File: config.mk
export PLATFORM = sky130hd
export DESIGN_NAME = keyword_length_frame_parser_top
export DESIGN_NICKNAME = d
export VERILOG_FILES = /design/src/rtl/core/klfp_pkg.sv /design/src/rtl/core/klfp_cfg_regs.sv /design/src/rtl/core/klfp_in_reg.sv /design/src/rtl/core/klfp_parser.sv /design/src/rtl/core/keyword_length_frame_parser_top.sv
export SDC_FILE = /design/constraint.sdc
export NUM_CORES = 1
export LEC_CHECK = 0
export BUFFER_PORTS_ARGS = -buffer_cell sky130_fd_sc_hd__buf_2
export CAP_MARGIN = 20
export CORE_MARGIN = 5
export CORE_UTILIZATION = 40
export CTS_BUF_LIST = sky130_fd_sc_hd__clkbuf_8
export CTS_CLUSTER_SIZE = 16
export DETAILED_ROUTE_END_ITERATION = 10
export PLACE_DENSITY = 0.58
export SLEW_MARGIN = 20
export SYNTH_ARGS = -nofsm -noshare
export SYNTH_HDL_FRONTEND = slang
export SYNTH_HIERARCHICAL = 1
export SYNTH_SLANG_ARGS = --single-unit
File: constraint.sdc
create_clock -name clk -period 13.1 [get_ports clk]
set_input_delay 2.62 -clock clk [delete_from_list [all_inputs] [get_ports clk]]
set_output_delay 2.62 -clock clk [all_outputs]
set_load 0.005 [all_outputs]
File: src/rtl/core/klfp_pkg.sv
package klfp_pkg;

    localparam int unsigned MAX_TOKEN_BYTES = 16;
    localparam int unsigned MAX_PAYLOAD     = 16777215;

    localparam int unsigned TOK_W   = $clog2(MAX_TOKEN_BYTES + 1);
    localparam int unsigned LEN_W   = $clog2(MAX_PAYLOAD + 1);
    localparam int unsigned TICK_W  = 20;
    localparam int unsigned DATA_W  = 32;
    localparam int unsigned ADDR_W  = 4;

    localparam int unsigned NUM_KW     = 6;
    localparam int unsigned KW_MAX_LEN = 9;

    localparam logic [7:0] CHAR_SPACE = 8'h20;
    localparam logic [7:0] CHAR_ZERO  = 8'h30;
    localparam logic [7:0] CHAR_NINE  = 8'h39;

    localparam logic [TICK_W-1:0] TRANSFER_TIMEOUT_RST = TICK_W'(30 * 1000);
    localparam logic [TICK_W-1:0] PONG_TIMEOUT_RST     = TICK_W'(60 * 1000);
    localparam logic [TICK_W-1:0] PING_INTERVAL_RST    = TICK_W'(5 * 1000);

    localparam logic [KW_MAX_LEN*8-1:0] KW_TEXT [NUM_KW] = '{
        (KW_MAX_LEN*8)'("PING "),
        (KW_MAX_LEN*8)'("PONG "),
        (KW_MAX_LEN*8)'("MESSAGE "),
        (KW_MAX_LEN*8)'("GREETING "),
        (KW_MAX_LEN*8)'("BINARY "),
        (KW_MAX_LEN*8)'("FILENAME ")
    };
    localparam int unsigned KW_LEN [NUM_KW] = '{5, 5, 8, 9, 7, 9};

    localparam logic [2:0] KIND_PING     = 3'd0;
    localparam logic [2:0] KIND_PONG     = 3'd1;
    localparam logic [2:0] KIND_MESSAGE  = 3'd2;
    localparam logic [2:0] KIND_GREETING = 3'd3;
    localparam logic [2:0] KIND_BINARY   = 3'd4;
    localparam logic [2:0] KIND_FILENAME = 3'd5;

    localparam logic OP_BYTE = 1'b0;
    localparam logic OP_TICK = 1'b1;

    typedef enum logic [2:0] {
        EV_NONE  = 3'd0,
        EV_READY = 3'd1,
        EV_PONG  = 3'd2,
        EV_PING  = 3'd3,
        EV_ABORT = 3'd4
    } event_t;

    typedef enum logic [1:0] {
        LINK_WAIT  = 2'd0,
        LINK_READY = 2'd1,
        LINK_DEAD  = 2'd2
    } link_phase_t;

    typedef enum logic [1:0] {
        PH_KEY  = 2'd0,
        PH_LEN  = 2'd1,
        PH_DATA = 2'd2
    } parse_phase_t;

    typedef enum logic [1:0] {
        REG_TRANSFER_TIMEOUT = 2'd0,
        REG_PONG_TIMEOUT     = 2'd1,
        REG_PING_INTERVAL    = 2'd2
    } reg_index_t;

    typedef struct packed {
        logic [TICK_W-1:0] transfer_timeout_ticks;
        logic [TICK_W-1:0] pong_timeout_ticks;
        logic [TICK_W-1:0] ping_interval_ticks;
    } cfg_t;

    typedef struct packed {
        logic       op;
        logic [7:0] rx_byte;
    } in_item_t;

    function automatic logic [7:0] kw_char(input int unsigned k, input logic [TOK_W-1:0] pos);
        int unsigned sel;
        sel = KW_LEN[k] - 1 - int'(pos);
        return KW_TEXT[k][sel*8 +: 8];
    endfunction

endpackage

File: src/rtl/core/klfp_cfg_regs.sv
module klfp_cfg_regs (
    input  logic                         clk,
    input  logic                         rst_n,
    input  logic                         psel,
    input  logic                         penable,
    input  logic                         pwrite,
    input  logic [klfp_pkg::ADDR_W-1:0]  paddr,
    input  logic [klfp_pkg::DATA_W-1:0]  pwdata,
    output logic [klfp_pkg::DATA_W-1:0]  prdata,
    output klfp_pkg::cfg_t               cfg
);
    import klfp_pkg::*;

    cfg_t       cfg_reg;
    cfg_t       cfg_next;
    reg_index_t index;
    logic       wr_en;

    assign index = reg_index_t'(paddr[ADDR_W-1:2]);
    assign wr_en = psel && penable && pwrite;

    always_comb
    begin
        cfg_next = cfg_reg;
        if (wr_en)
        begin
            case (index)
                REG_TRANSFER_TIMEOUT: cfg_next.transfer_timeout_ticks = pwdata[TICK_W-1:0];
                REG_PONG_TIMEOUT:     cfg_next.pong_timeout_ticks     = pwdata[TICK_W-1:0];
                REG_PING_INTERVAL:    cfg_next.ping_interval_ticks    = pwdata[TICK_W-1:0];
                default:              cfg_next = cfg_reg;
            endcase
        end
    end

    always_comb
    begin
        case (index)
            REG_TRANSFER_TIMEOUT: prdata = DATA_W'(cfg_reg.transfer_timeout_ticks);
            REG_PONG_TIMEOUT:     prdata = DATA_W'(cfg_reg.pong_timeout_ticks);
            REG_PING_INTERVAL:    prdata = DATA_W'(cfg_reg.ping_interval_ticks);
            default:              prdata = '0;
        endcase
    end

    always_ff @(posedge clk or negedge rst_n)
    begin
        if (!rst_n)
        begin
            cfg_reg.transfer_timeout_ticks <= TRANSFER_TIMEOUT_RST;
            cfg_reg.pong_timeout_ticks     <= PONG_TIMEOUT_RST;
            cfg_reg.ping_interval_ticks    <= PING_INTERVAL_RST;
        end
        else
        begin
            cfg_reg <= cfg_next;
        end
    end

    assign cfg = cfg_reg;

endmodule

File: src/rtl/core/klfp_in_reg.sv
module klfp_in_reg (
    input  logic                clk,
    input  logic                rst_n,
    input  logic                in_valid,
    output logic                in_stall,
    input  logic                op,
    input  logic [7:0]          rx_byte,
    output logic                item_valid,
    output klfp_pkg::in_item_t  item,
    input  logic                take
);
    import klfp_pkg::*;

    logic     valid_reg;
    logic     valid_next;
    in_item_t item_reg;
    logic     load;

    assign in_stall = valid_reg && !take;
    assign load     = in_valid && !in_stall;

    always_comb
    begin
        if (load)
        begin
            valid_next = 1'b1;
        end
        else if (take)
        begin
            valid_next = 1'b0;
        end
        else
        begin
            valid_next = valid_reg;
        end
    end

    always_ff @(posedge clk or negedge rst_n)
    begin
        if (!rst_n)
        begin
            valid_reg <= 1'b0;
        end
        else
        begin
            valid_reg <= valid_next;
        end
    end

    always_ff @(posedge clk)
    begin
        if (load)
        begin
            item_reg.op      <= op;
            item_reg.rx_byte <= rx_byte;
        end
    end

    assign item_valid = valid_reg;
    assign item       = item_reg;

endmodule

File: src/rtl/core/klfp_parser.sv
module klfp_parser (
    input  logic                clk,
    input  logic                rst_n,
    input  logic                item_valid,
    input  klfp_pkg::in_item_t  item,
    output logic                take,
    input  klfp_pkg::cfg_t      cfg,
    output logic                out_valid,
    input  logic                out_stall,
    output logic                payload_valid,
    output logic [7:0]          payload_byte,
    output logic [2:0]          frame_kind,
    output logic                last_byte,
    output logic [2:0]          event_res
);
    import klfp_pkg::*;

    link_phase_t       link_phase_reg,  link_phase_next;
    parse_phase_t      parse_phase_reg, parse_phase_next;
    logic [NUM_KW-1:0] cand_reg,        cand_next;
    logic [TOK_W-1:0]  token_count_reg, token_count_next;
    logic [2:0]        frame_type_reg,  frame_type_next;
    logic [LEN_W-1:0]  length_reg,      length_next;
    logic [LEN_W-1:0]  bytes_left_reg,  bytes_left_next;
    logic [TICK_W-1:0] idle_ticks_reg,  idle_ticks_next;
    logic [TICK_W-1:0] ping_ticks_reg,  ping_ticks_next;
    logic [TICK_W-1:0] pong_age_reg,    pong_age_next;

    logic              out_valid_reg,   out_valid_next;
    logic              pvalid_reg,      pvalid_next;
    logic [7:0]        pbyte_reg,       pbyte_next;
    logic [2:0]        kind_reg,        kind_next;
    logic              last_reg,        last_next;
    event_t            event_reg,       ev;

    logic              is_byte;
    logic              is_space;
    logic              is_digit;
    logic [NUM_KW-1:0] keep;
    logic              kw_found;
    logic [2:0]        kw_kind;
    logic [TOK_W-1:0]  tok_inc;
    logic [LEN_W+3:0]  len_ext;
    logic [LEN_W+3:0]  len_new;
    logic [LEN_W-1:0]  left_dec;
    logic              partial;
    logic [TICK_W-1:0] idle_inc;
    logic [TICK_W-1:0] ping_inc;
    logic [TICK_W-1:0] pong_inc;
    logic              data_byte;

    assign take = item_valid && (!out_valid_reg || !out_stall);

    always_comb
    begin
        is_byte  = (item.op == OP_BYTE);
        is_space = (item.rx_byte == CHAR_SPACE);
        is_digit = (item.rx_byte >= CHAR_ZERO) && (item.rx_byte <= CHAR_NINE);

        for (int unsigned k = 0; k < NUM_KW; k++)
        begin
            keep[k] = cand_reg[k] && (int'(token_count_reg) < int'(KW_LEN[k]))
                      && (kw_char(k, token_count_reg) == item.rx_byte);
        end
        kw_found = |keep;
        kw_kind  = KIND_PING;
        for (int k = NUM_KW - 1; k >= 0; k--)
        begin
            if (keep[k])
            begin
                kw_kind = 3'(k);
            end
        end

        tok_inc  = token_count_reg + 1'b1;
        len_ext  = (LEN_W+4)'(length_reg);
        len_new  = (len_ext << 3) + (len_ext << 1)
                   + (LEN_W+4)'(item.rx_byte[3:0]);
        left_dec = bytes_left_reg - 1'b1;

        partial  = (parse_phase_reg != PH_KEY) || (token_count_reg != '0);
        idle_inc = (&idle_ticks_reg) ? idle_ticks_reg : idle_ticks_reg + 1'b1;
        ping_inc = (&ping_ticks_reg) ? ping_ticks_reg : ping_ticks_reg + 1'b1;
        pong_inc = (&pong_age_reg)   ? pong_age_reg   : pong_age_reg + 1'b1;
    end

    always_comb
    begin
        ev = EV_NONE;
        if (link_phase_reg == LINK_DEAD)
        begin
            ev = EV_NONE;
        end
        else if (is_byte)
        begin
            unique case (parse_phase_reg)
                PH_KEY:
                begin
                    if (is_space)
                    begin
                        if (!kw_found
                            || (link_phase_reg == LINK_WAIT && kw_kind != KIND_GREETING))
                        begin
                            ev = EV_ABORT;
                        end
                    end
                    else if (tok_inc >= TOK_W'(MAX_TOKEN_BYTES))
                    begin
                        ev = EV_ABORT;
                    end
                end
                PH_LEN:
                begin
                    if (is_space)
                    begin
                        if (length_reg == '0)
                        begin
                            ev = EV_ABORT;
                        end
                    end
                    else if (!is_digit || len_new > (LEN_W+4)'(MAX_PAYLOAD)
                             || tok_inc >= TOK_W'(MAX_TOKEN_BYTES))
                    begin
                        ev = EV_ABORT;
                    end
                end
                PH_DATA:
                begin
                    if (left_dec == '0)
                    begin
                        if (link_phase_reg == LINK_WAIT)
                        begin
                            ev = EV_READY;
                        end
                        else if (frame_type_reg == KIND_PING)
                        begin
                            ev = EV_PONG;
                        end
                    end
                end
                default:
                begin
                    ev = EV_NONE;
                end
            endcase
        end
        else
        begin
            if (partial && idle_inc >= cfg.transfer_timeout_ticks)
            begin
                ev = EV_ABORT;
            end
            else if (link_phase_reg == LINK_READY && ping_inc >= cfg.ping_interval_ticks)
            begin
                ev = (pong_inc > cfg.pong_timeout_ticks) ? EV_ABORT : EV_PING;
            end
        end
    end

    always_comb
    begin
        link_phase_next  = link_phase_reg;
        parse_phase_next = parse_phase_reg;
        cand_next        = cand_reg;
        token_count_next = token_count_reg;
        frame_type_next  = frame_type_reg;
        length_next      = length_reg;
        bytes_left_next  = bytes_left_reg;
        idle_ticks_next  = idle_ticks_reg;
        ping_ticks_next  = ping_ticks_reg;
        pong_age_next    = pong_age_reg;

        if (take && link_phase_reg != LINK_DEAD)
        begin
            if (ev == EV_ABORT)
            begin
                link_phase_next = LINK_DEAD;
            end
            else if (is_byte)
            begin
                idle_ticks_next = '0;
                unique case (parse_phase_reg)
                    PH_KEY:
                    begin
                        cand_next = keep;
                        if (is_space)
                        begin
                            frame_type_next  = kw_kind;
                            parse_phase_next = PH_LEN;
                            token_count_next = '0;
                            length_next      = '0;
                        end
                        else
                        begin
                            token_count_next = tok_inc;
                        end
                    end
                    PH_LEN:
                    begin
                        if (is_space)
                        begin
                            bytes_left_next  = length_reg;
                            parse_phase_next = PH_DATA;
                            token_count_next = '0;
                        end
                        else
                        begin
                            length_next      = len_new[LEN_W-1:0];
                            token_count_next = tok_inc;
                        end
                    end
                    PH_DATA:
                    begin
                        bytes_left_next = left_dec;
                        if (left_dec == '0)
                        begin
                            parse_phase_next = PH_KEY;
                            cand_next        = '1;
                            token_count_next = '0;
                            length_next      = '0;
                            if (link_phase_reg == LINK_WAIT)
                            begin
                                link_phase_next = LINK_READY;
                                ping_ticks_next = '0;
                                pong_age_next   = '0;
                            end
                            else if (frame_type_reg == KIND_PONG)
                            begin
                                pong_age_next = '0;
                            end
                        end
                    end
                    default:
                    begin
                        parse_phase_next = parse_phase_reg;
                    end
                endcase
            end
            else
            begin
                if (partial)
                begin
                    idle_ticks_next = idle_inc;
                end
                if (link_phase_reg == LINK_READY)
                begin
                    pong_age_next   = pong_inc;
                    ping_ticks_next = (ping_inc >= cfg.ping_interval_ticks) ? '0 : ping_inc;
                end
            end
        end
    end

    always_comb
    begin
        data_byte   = (link_phase_reg != LINK_DEAD) && is_byte
                      && (parse_phase_reg == PH_DATA) && (ev != EV_ABORT);
        pvalid_next = data_byte;
        pbyte_next  = data_byte ? item.rx_byte : 8'h00;
        kind_next   = data_byte ? frame_type_reg : KIND_PING;
        last_next   = data_byte && (left_dec == '0);

        if (take)
        begin
            out_valid_next = 1'b1;
        end
        else if (!out_stall)
        begin
            out_valid_next = 1'b0;
        end
        else
        begin
            out_valid_next = out_valid_reg;
        end
    end

    always_ff @(posedge clk or negedge rst_n)
    begin
        if (!rst_n)
        begin
            link_phase_reg  <= LINK_WAIT;
            parse_phase_reg <= PH_KEY;
            cand_reg        <= '1;
            token_count_reg <= '0;
            frame_type_reg  <= KIND_PING;
            length_reg      <= '0;
            bytes_left_reg  <= '0;
            idle_ticks_reg  <= '0;
            ping_ticks_reg  <= '0;
            pong_age_reg    <= '0;
            out_valid_reg   <= 1'b0;
        end
        else
        begin
            link_phase_reg  <= link_phase_next;
            parse_phase_reg <= parse_phase_next;
            cand_reg        <= cand_next;
            token_count_reg <= token_count_next;
            frame_type_reg  <= frame_type_next;
            length_reg      <= length_next;
            bytes_left_reg  <= bytes_left_next;
            idle_ticks_reg  <= idle_ticks_next;
            ping_ticks_reg  <= ping_ticks_next;
            pong_age_reg    <= pong_age_next;
            out_valid_reg   <= out_valid_next;
        end
    end

    always_ff @(posedge clk)
    begin
        if (take)
        begin
            pvalid_reg <= pvalid_next;
            pbyte_reg  <= pbyte_next;
            kind_reg   <= kind_next;
            last_reg   <= last_next;
            event_reg  <= ev;
        end
    end

    assign out_valid     = out_valid_reg;
    assign payload_valid = pvalid_reg;
    assign payload_byte  = pbyte_reg;
    assign frame_kind    = kind_reg;
    assign last_byte     = last_reg;
    assign event_res     = event_reg;

    a_abort_kills_link: assert property (@(posedge clk) disable iff (!rst_n)
        (take && ev == EV_ABORT) |=> (link_phase_reg == LINK_DEAD))
        else $error("abort request did not close the link");

    a_dead_stays_dead: assert property (@(posedge clk) disable iff (!rst_n)
        (link_phase_reg == LINK_DEAD) |=> (link_phase_reg == LINK_DEAD))
        else $error("link left the aborted state without reset");

    a_ready_sets_link: assert property (@(posedge clk) disable iff (!rst_n)
        (take && ev == EV_READY) |=> (link_phase_reg == LINK_READY))
        else $error("link ready reported but link not ready");

    a_data_has_bytes: assert property (@(posedge clk) disable iff (!rst_n)
        (parse_phase_reg == PH_DATA && link_phase_reg != LINK_DEAD) |-> (bytes_left_reg != '0))
        else $error("payload phase with no bytes left");

    a_last_is_payload: assert property (@(posedge clk) disable iff (!rst_n)
        (out_valid_reg && last_reg) |-> (pvalid_reg && event_reg != EV_ABORT))
        else $error("last byte marked on a request without payload");

endmodule

File: src/rtl/core/keyword_length_frame_parser_top.sv
// Channel  | Direction | Handshake            | Fields
// ---------+-----------+----------------------+------------------------------------------------
// in       | sink      | in_valid / in_stall  | op, rx_byte
// out      | source    | out_valid / out_stall| payload_valid, payload_byte, frame_kind,
//          |           |                      | last_byte, event_res
// config   | APB slave | psel/penable/pready  | paddr, pwdata, prdata (3 registers, 4-byte stride)
//
// Each request is captured in an input register and resolved in one pass into the result
// register, which presents it; one request is taken per cycle while the result is not
// stalled.
// That rate is set by the combinational parse and timer logic between the two registers.
// Reset clears the link, parser and timer state and loads the default timeout registers.
// A stalled result holds the pipeline; the input register still takes one more request.
module keyword_length_frame_parser_top (
    input  logic                         clk,
    input  logic                         rst_n,
    input  logic                         psel,
    input  logic                         penable,
    input  logic                         pwrite,
    input  logic [klfp_pkg::ADDR_W-1:0]  paddr,
    input  logic [klfp_pkg::DATA_W-1:0]  pwdata,
    output logic [klfp_pkg::DATA_W-1:0]  prdata,
    output logic                         pready,
    input  logic                         in_valid,
    output logic                         in_stall,
    input  logic                         op,
    input  logic [7:0]                   rx_byte,
    output logic                         out_valid,
    input  logic                         out_stall,
    output logic                         payload_valid,
    output logic [7:0]                   payload_byte,
    output logic [2:0]                   frame_kind,
    output logic                         last_byte,
    output logic [2:0]                   event_res
);
    import klfp_pkg::*;

    cfg_t     cfg;
    in_item_t item;
    logic     item_valid;
    logic     take;

    assign pready = 1'b1;

    klfp_cfg_regs u_cfg_regs (
        .clk     (clk),
        .rst_n   (rst_n),
        .psel    (psel),
        .penable (penable),
        .pwrite  (pwrite),
        .paddr   (paddr),
        .pwdata  (pwdata),
        .prdata  (prdata),
        .cfg     (cfg)
    );

    klfp_in_reg u_in_reg (
        .clk        (clk),
        .rst_n      (rst_n),
        .in_valid   (in_valid),
        .in_stall   (in_stall),
        .op         (op),
        .rx_byte    (rx_byte),
        .item_valid (item_valid),
        .item       (item),
        .take       (take)
    );

    klfp_parser u_parser (
        .clk           (clk),
        .rst_n         (rst_n),
        .item_valid    (item_valid),
        .item          (item),
        .take          (take),
        .cfg           (cfg),
        .out_valid     (out_valid),
        .out_stall     (out_stall),
        .payload_valid (payload_valid),
        .payload_byte  (payload_byte),
        .frame_kind    (frame_kind),
        .last_byte     (last_byte),
        .event_res     (event_res)
    );

endmodule
==> out/metrics.cfg <==
[synth]
syn_inst = 1936
yosys.area.top_type_share = 0.240
syn-cell-area_sq_um = 17000
synthDistinctLibCells = 105
yosysMostFrequentCell = nand2_1
yosys_warnings = 6
synth-main-ff-cell = dfrtp_1
synth_edf_count = 25
synth_seq_cells = 213
synthTopCellsByCount = nand2_1 (196), dfrtp_1 (163), o21ai_0 (146)
async_reset_ff_frac = 0.883
synth_area_leaders = dfrtp_1 (24%), ha_1 (8.9%), edfxtp_1 (4.4%)
synth_top_area_cell = dfrtp_1
avgSynthCellArea_sq_um = 8.78
ys_seq_area_frac = 0.323

[clocking]
htreeDepth = 2
root_buffer = clkbuf_8
cts_hold_buf = 0
numCtsBuffers = 42
clk_pin_slew_ns = 0.07
cts_setup_buffers = 0
clk-insertion-delay-late_ns = 0.60
cts.path.max_buffers = 3
cts_num_sinks = 213
cts_tree = done
cts-resized-gates = 0

[sta]
tns_ns = 0
fmax_mhz = 145
fin_crit_ns = 6.89
hold_viol = 0
timing.slew.headroom = 0.324
slew_violations = 0
period_share = 0.526
fin_worst_skew_ns = 0.0600
grt_setup_unrepaired = no
setup_violations = 0
worstMarginPinSlew_ns = 1.01

[setup_path]
ff2ff_setup_slack_ns = 6.58
critPathMaxFanout = 24
reg2reg_to = u_parser/length_reg[7]
cp-start-kind = input pin
critPathRequiredTime_ns = 10.48
r2r_cells = 13
timing.rr.start = u_parser/token_count_reg[1]
endpoint_kind = primary output
crit_arrival_ns = 4.27
worstSetupPathType = input pin to primary output

[drt]
drt_pass1_iterations = 5
totalWireLength_microns = 48100
wire_per_inst_microns = 19.0
initialDrtViolationCount = 1157
drc = 0
vias_per_cell = 5.91
ant_nets = 0
vias = 15000

[floorplan]
start_util = 0.404
die_height_microns = 216
io_pins = 103
core_sq_um = 42000
die_area_sq_um = 46700
rows = 75
die_x_microns = 216

[place]
io_buffer_count = 75
hpwl_microns = 34300
gp_congestion = 0.892

[final_layout]
drive_gt1_frac = 0.157
nNetsFinal = 2137
largest_register_ffs = 60
area_growth_pct = 8.94
final_util = 0.440
antennaDiodeCount = 0

[worst_hold_path]
min_to = u_parser/cand_reg[2]
worstHoldStart = u_parser/cand_reg[2]
hold_depth = 2
hold_path_class = flop to flop

[grt]
grt-ovfl-total = 0
antenna_found_initial = 0
grt_use_total = 0.197
grt_max_degree = 69
grt_first_pass_wirelength_microns = 77500
grt_pass1_vias = 14500

[power_and_ir_drop]
p_leak_nw = 8.07
peakVddDrop_v = 0.0000901
power.density_nw_per_um2 = 164
p_total_mw = 3.04

[run]
max_cap_viol_count = 0

[run_status]
outcome = finished clean

[layout by cell type (no fill, tap or decap), types with 15 or more instances in the layout]
cell	instances
mux2_2	57
and2_1	20
nand2_1	196
buf_4	20
mux2i_1	35
and3_1	25
o21ai_0	146
nand4_1	31
clkbuf_8	52
a211oi_1	15
o31ai_1	41
or3_1	19
o211ai_1	18
a21oi_1	81
o221a_1	19
nand3_1	101
dfstp_2	25
xnor2_1	53
inv_1	118
o41ai_1	15
nor2_1	114
a21o_1	28
ha_1	121
xor2_1	25
nand2b_1	15
nor3_1	37
buf_2	74
edfxtp_1	25
a31oi_1	15
dfrtp_1	163
nor4_1	21
mux2_4	20
[worst max path at each step]
| stage | from | to | slack (ns) |
|---|---|---|---|
| after global placement | paddr[3] | prdata[6] | 6.23 |
| after floorplan | out_stall | in_stall | 6.46 |
| final | paddr[3] | prdata[12] | 6.21 |
| after global routing | paddr[3] | prdata[1] | 6.05 |
| after CTS | paddr[3] | prdata[6] | 6.22 |
| after detailed placement | paddr[3] | prdata[6] | 6.23 |
[kinds of logic after synthesis]
group                    Yosys count  synth area share
multiplexers                     113            0.0767
buffers and inverters            232            0.0612
AND/OR/NAND/NOR                  677             0.205
XOR/XNOR                          81            0.0430
flip-flops                       213             0.323
adder cells (fa/ha/maj)          123            0.0914
other                              2          0.000442
AO/OA/AOI/OAI                    495             0.199
[layer usage]
layer  track usage  wire length [microns]  part of all wire  up-vias
met1         0.272                  22100              0.46     7364
met2         0.324                  22500              0.47      365
met5             0                      0                 0        -
met3        0.0289                   2190             0.046       88
met4        0.0581                   1380             0.029        0
li1              -                      -                 -     7172
[layout make-up]
| class | instances | area (sq um) |
|---|---|---|
| Sequential cell | 213 | 5490 |
| Timing Repair Buffer | 95 | 534 |
| Multi-Input combinational cell | 1502 | 10500 |
| Fill cell | 4166 | 23500 |
| Clock buffer | 51 | 702 |
| Inverter | 108 | 405 |
| Tap cell | 539 | 674 |
| Clock inverter | 27 | 168 |
[critical path: stages]
cell and delay [ns]:
buf_2 0.35, nor2b_2 0.84, nand2_1 0.10, o21ai_0 0.17
buf_2 0.18
[power by group]
group / internal [mW] / switching (mW) / leakage [nW] / total (mW)
Sequential: 0.799 / 0.187 / 2.53 / 0.986
Clock: 0.377 / 0.319 / 0.498 / 0.696
Combinational: 0.555 / 0.799 / 5.04 / 1.35
Total: 1.73 / 1.31 / 8.07 / 3.04
[per-stage QoR]
stage | setup WS (ns) | instance area (sq um) | hold slack [ns] | cells
global route | 6.05 | 18500 | 0.523 | 2535
CTS | 6.22 | 18500 | 0.488 | 2535
finish | 6.21 | 18500 | 0.490 | 2535
detailed placement | 6.23 | 17600 | 0.473 | 2457
floorplan | 6.46 | 17000 | 0.445 | 1947
global placement | 6.23 | 17600 | 0.464 | 2457
(Power assumes the default switching activity.)
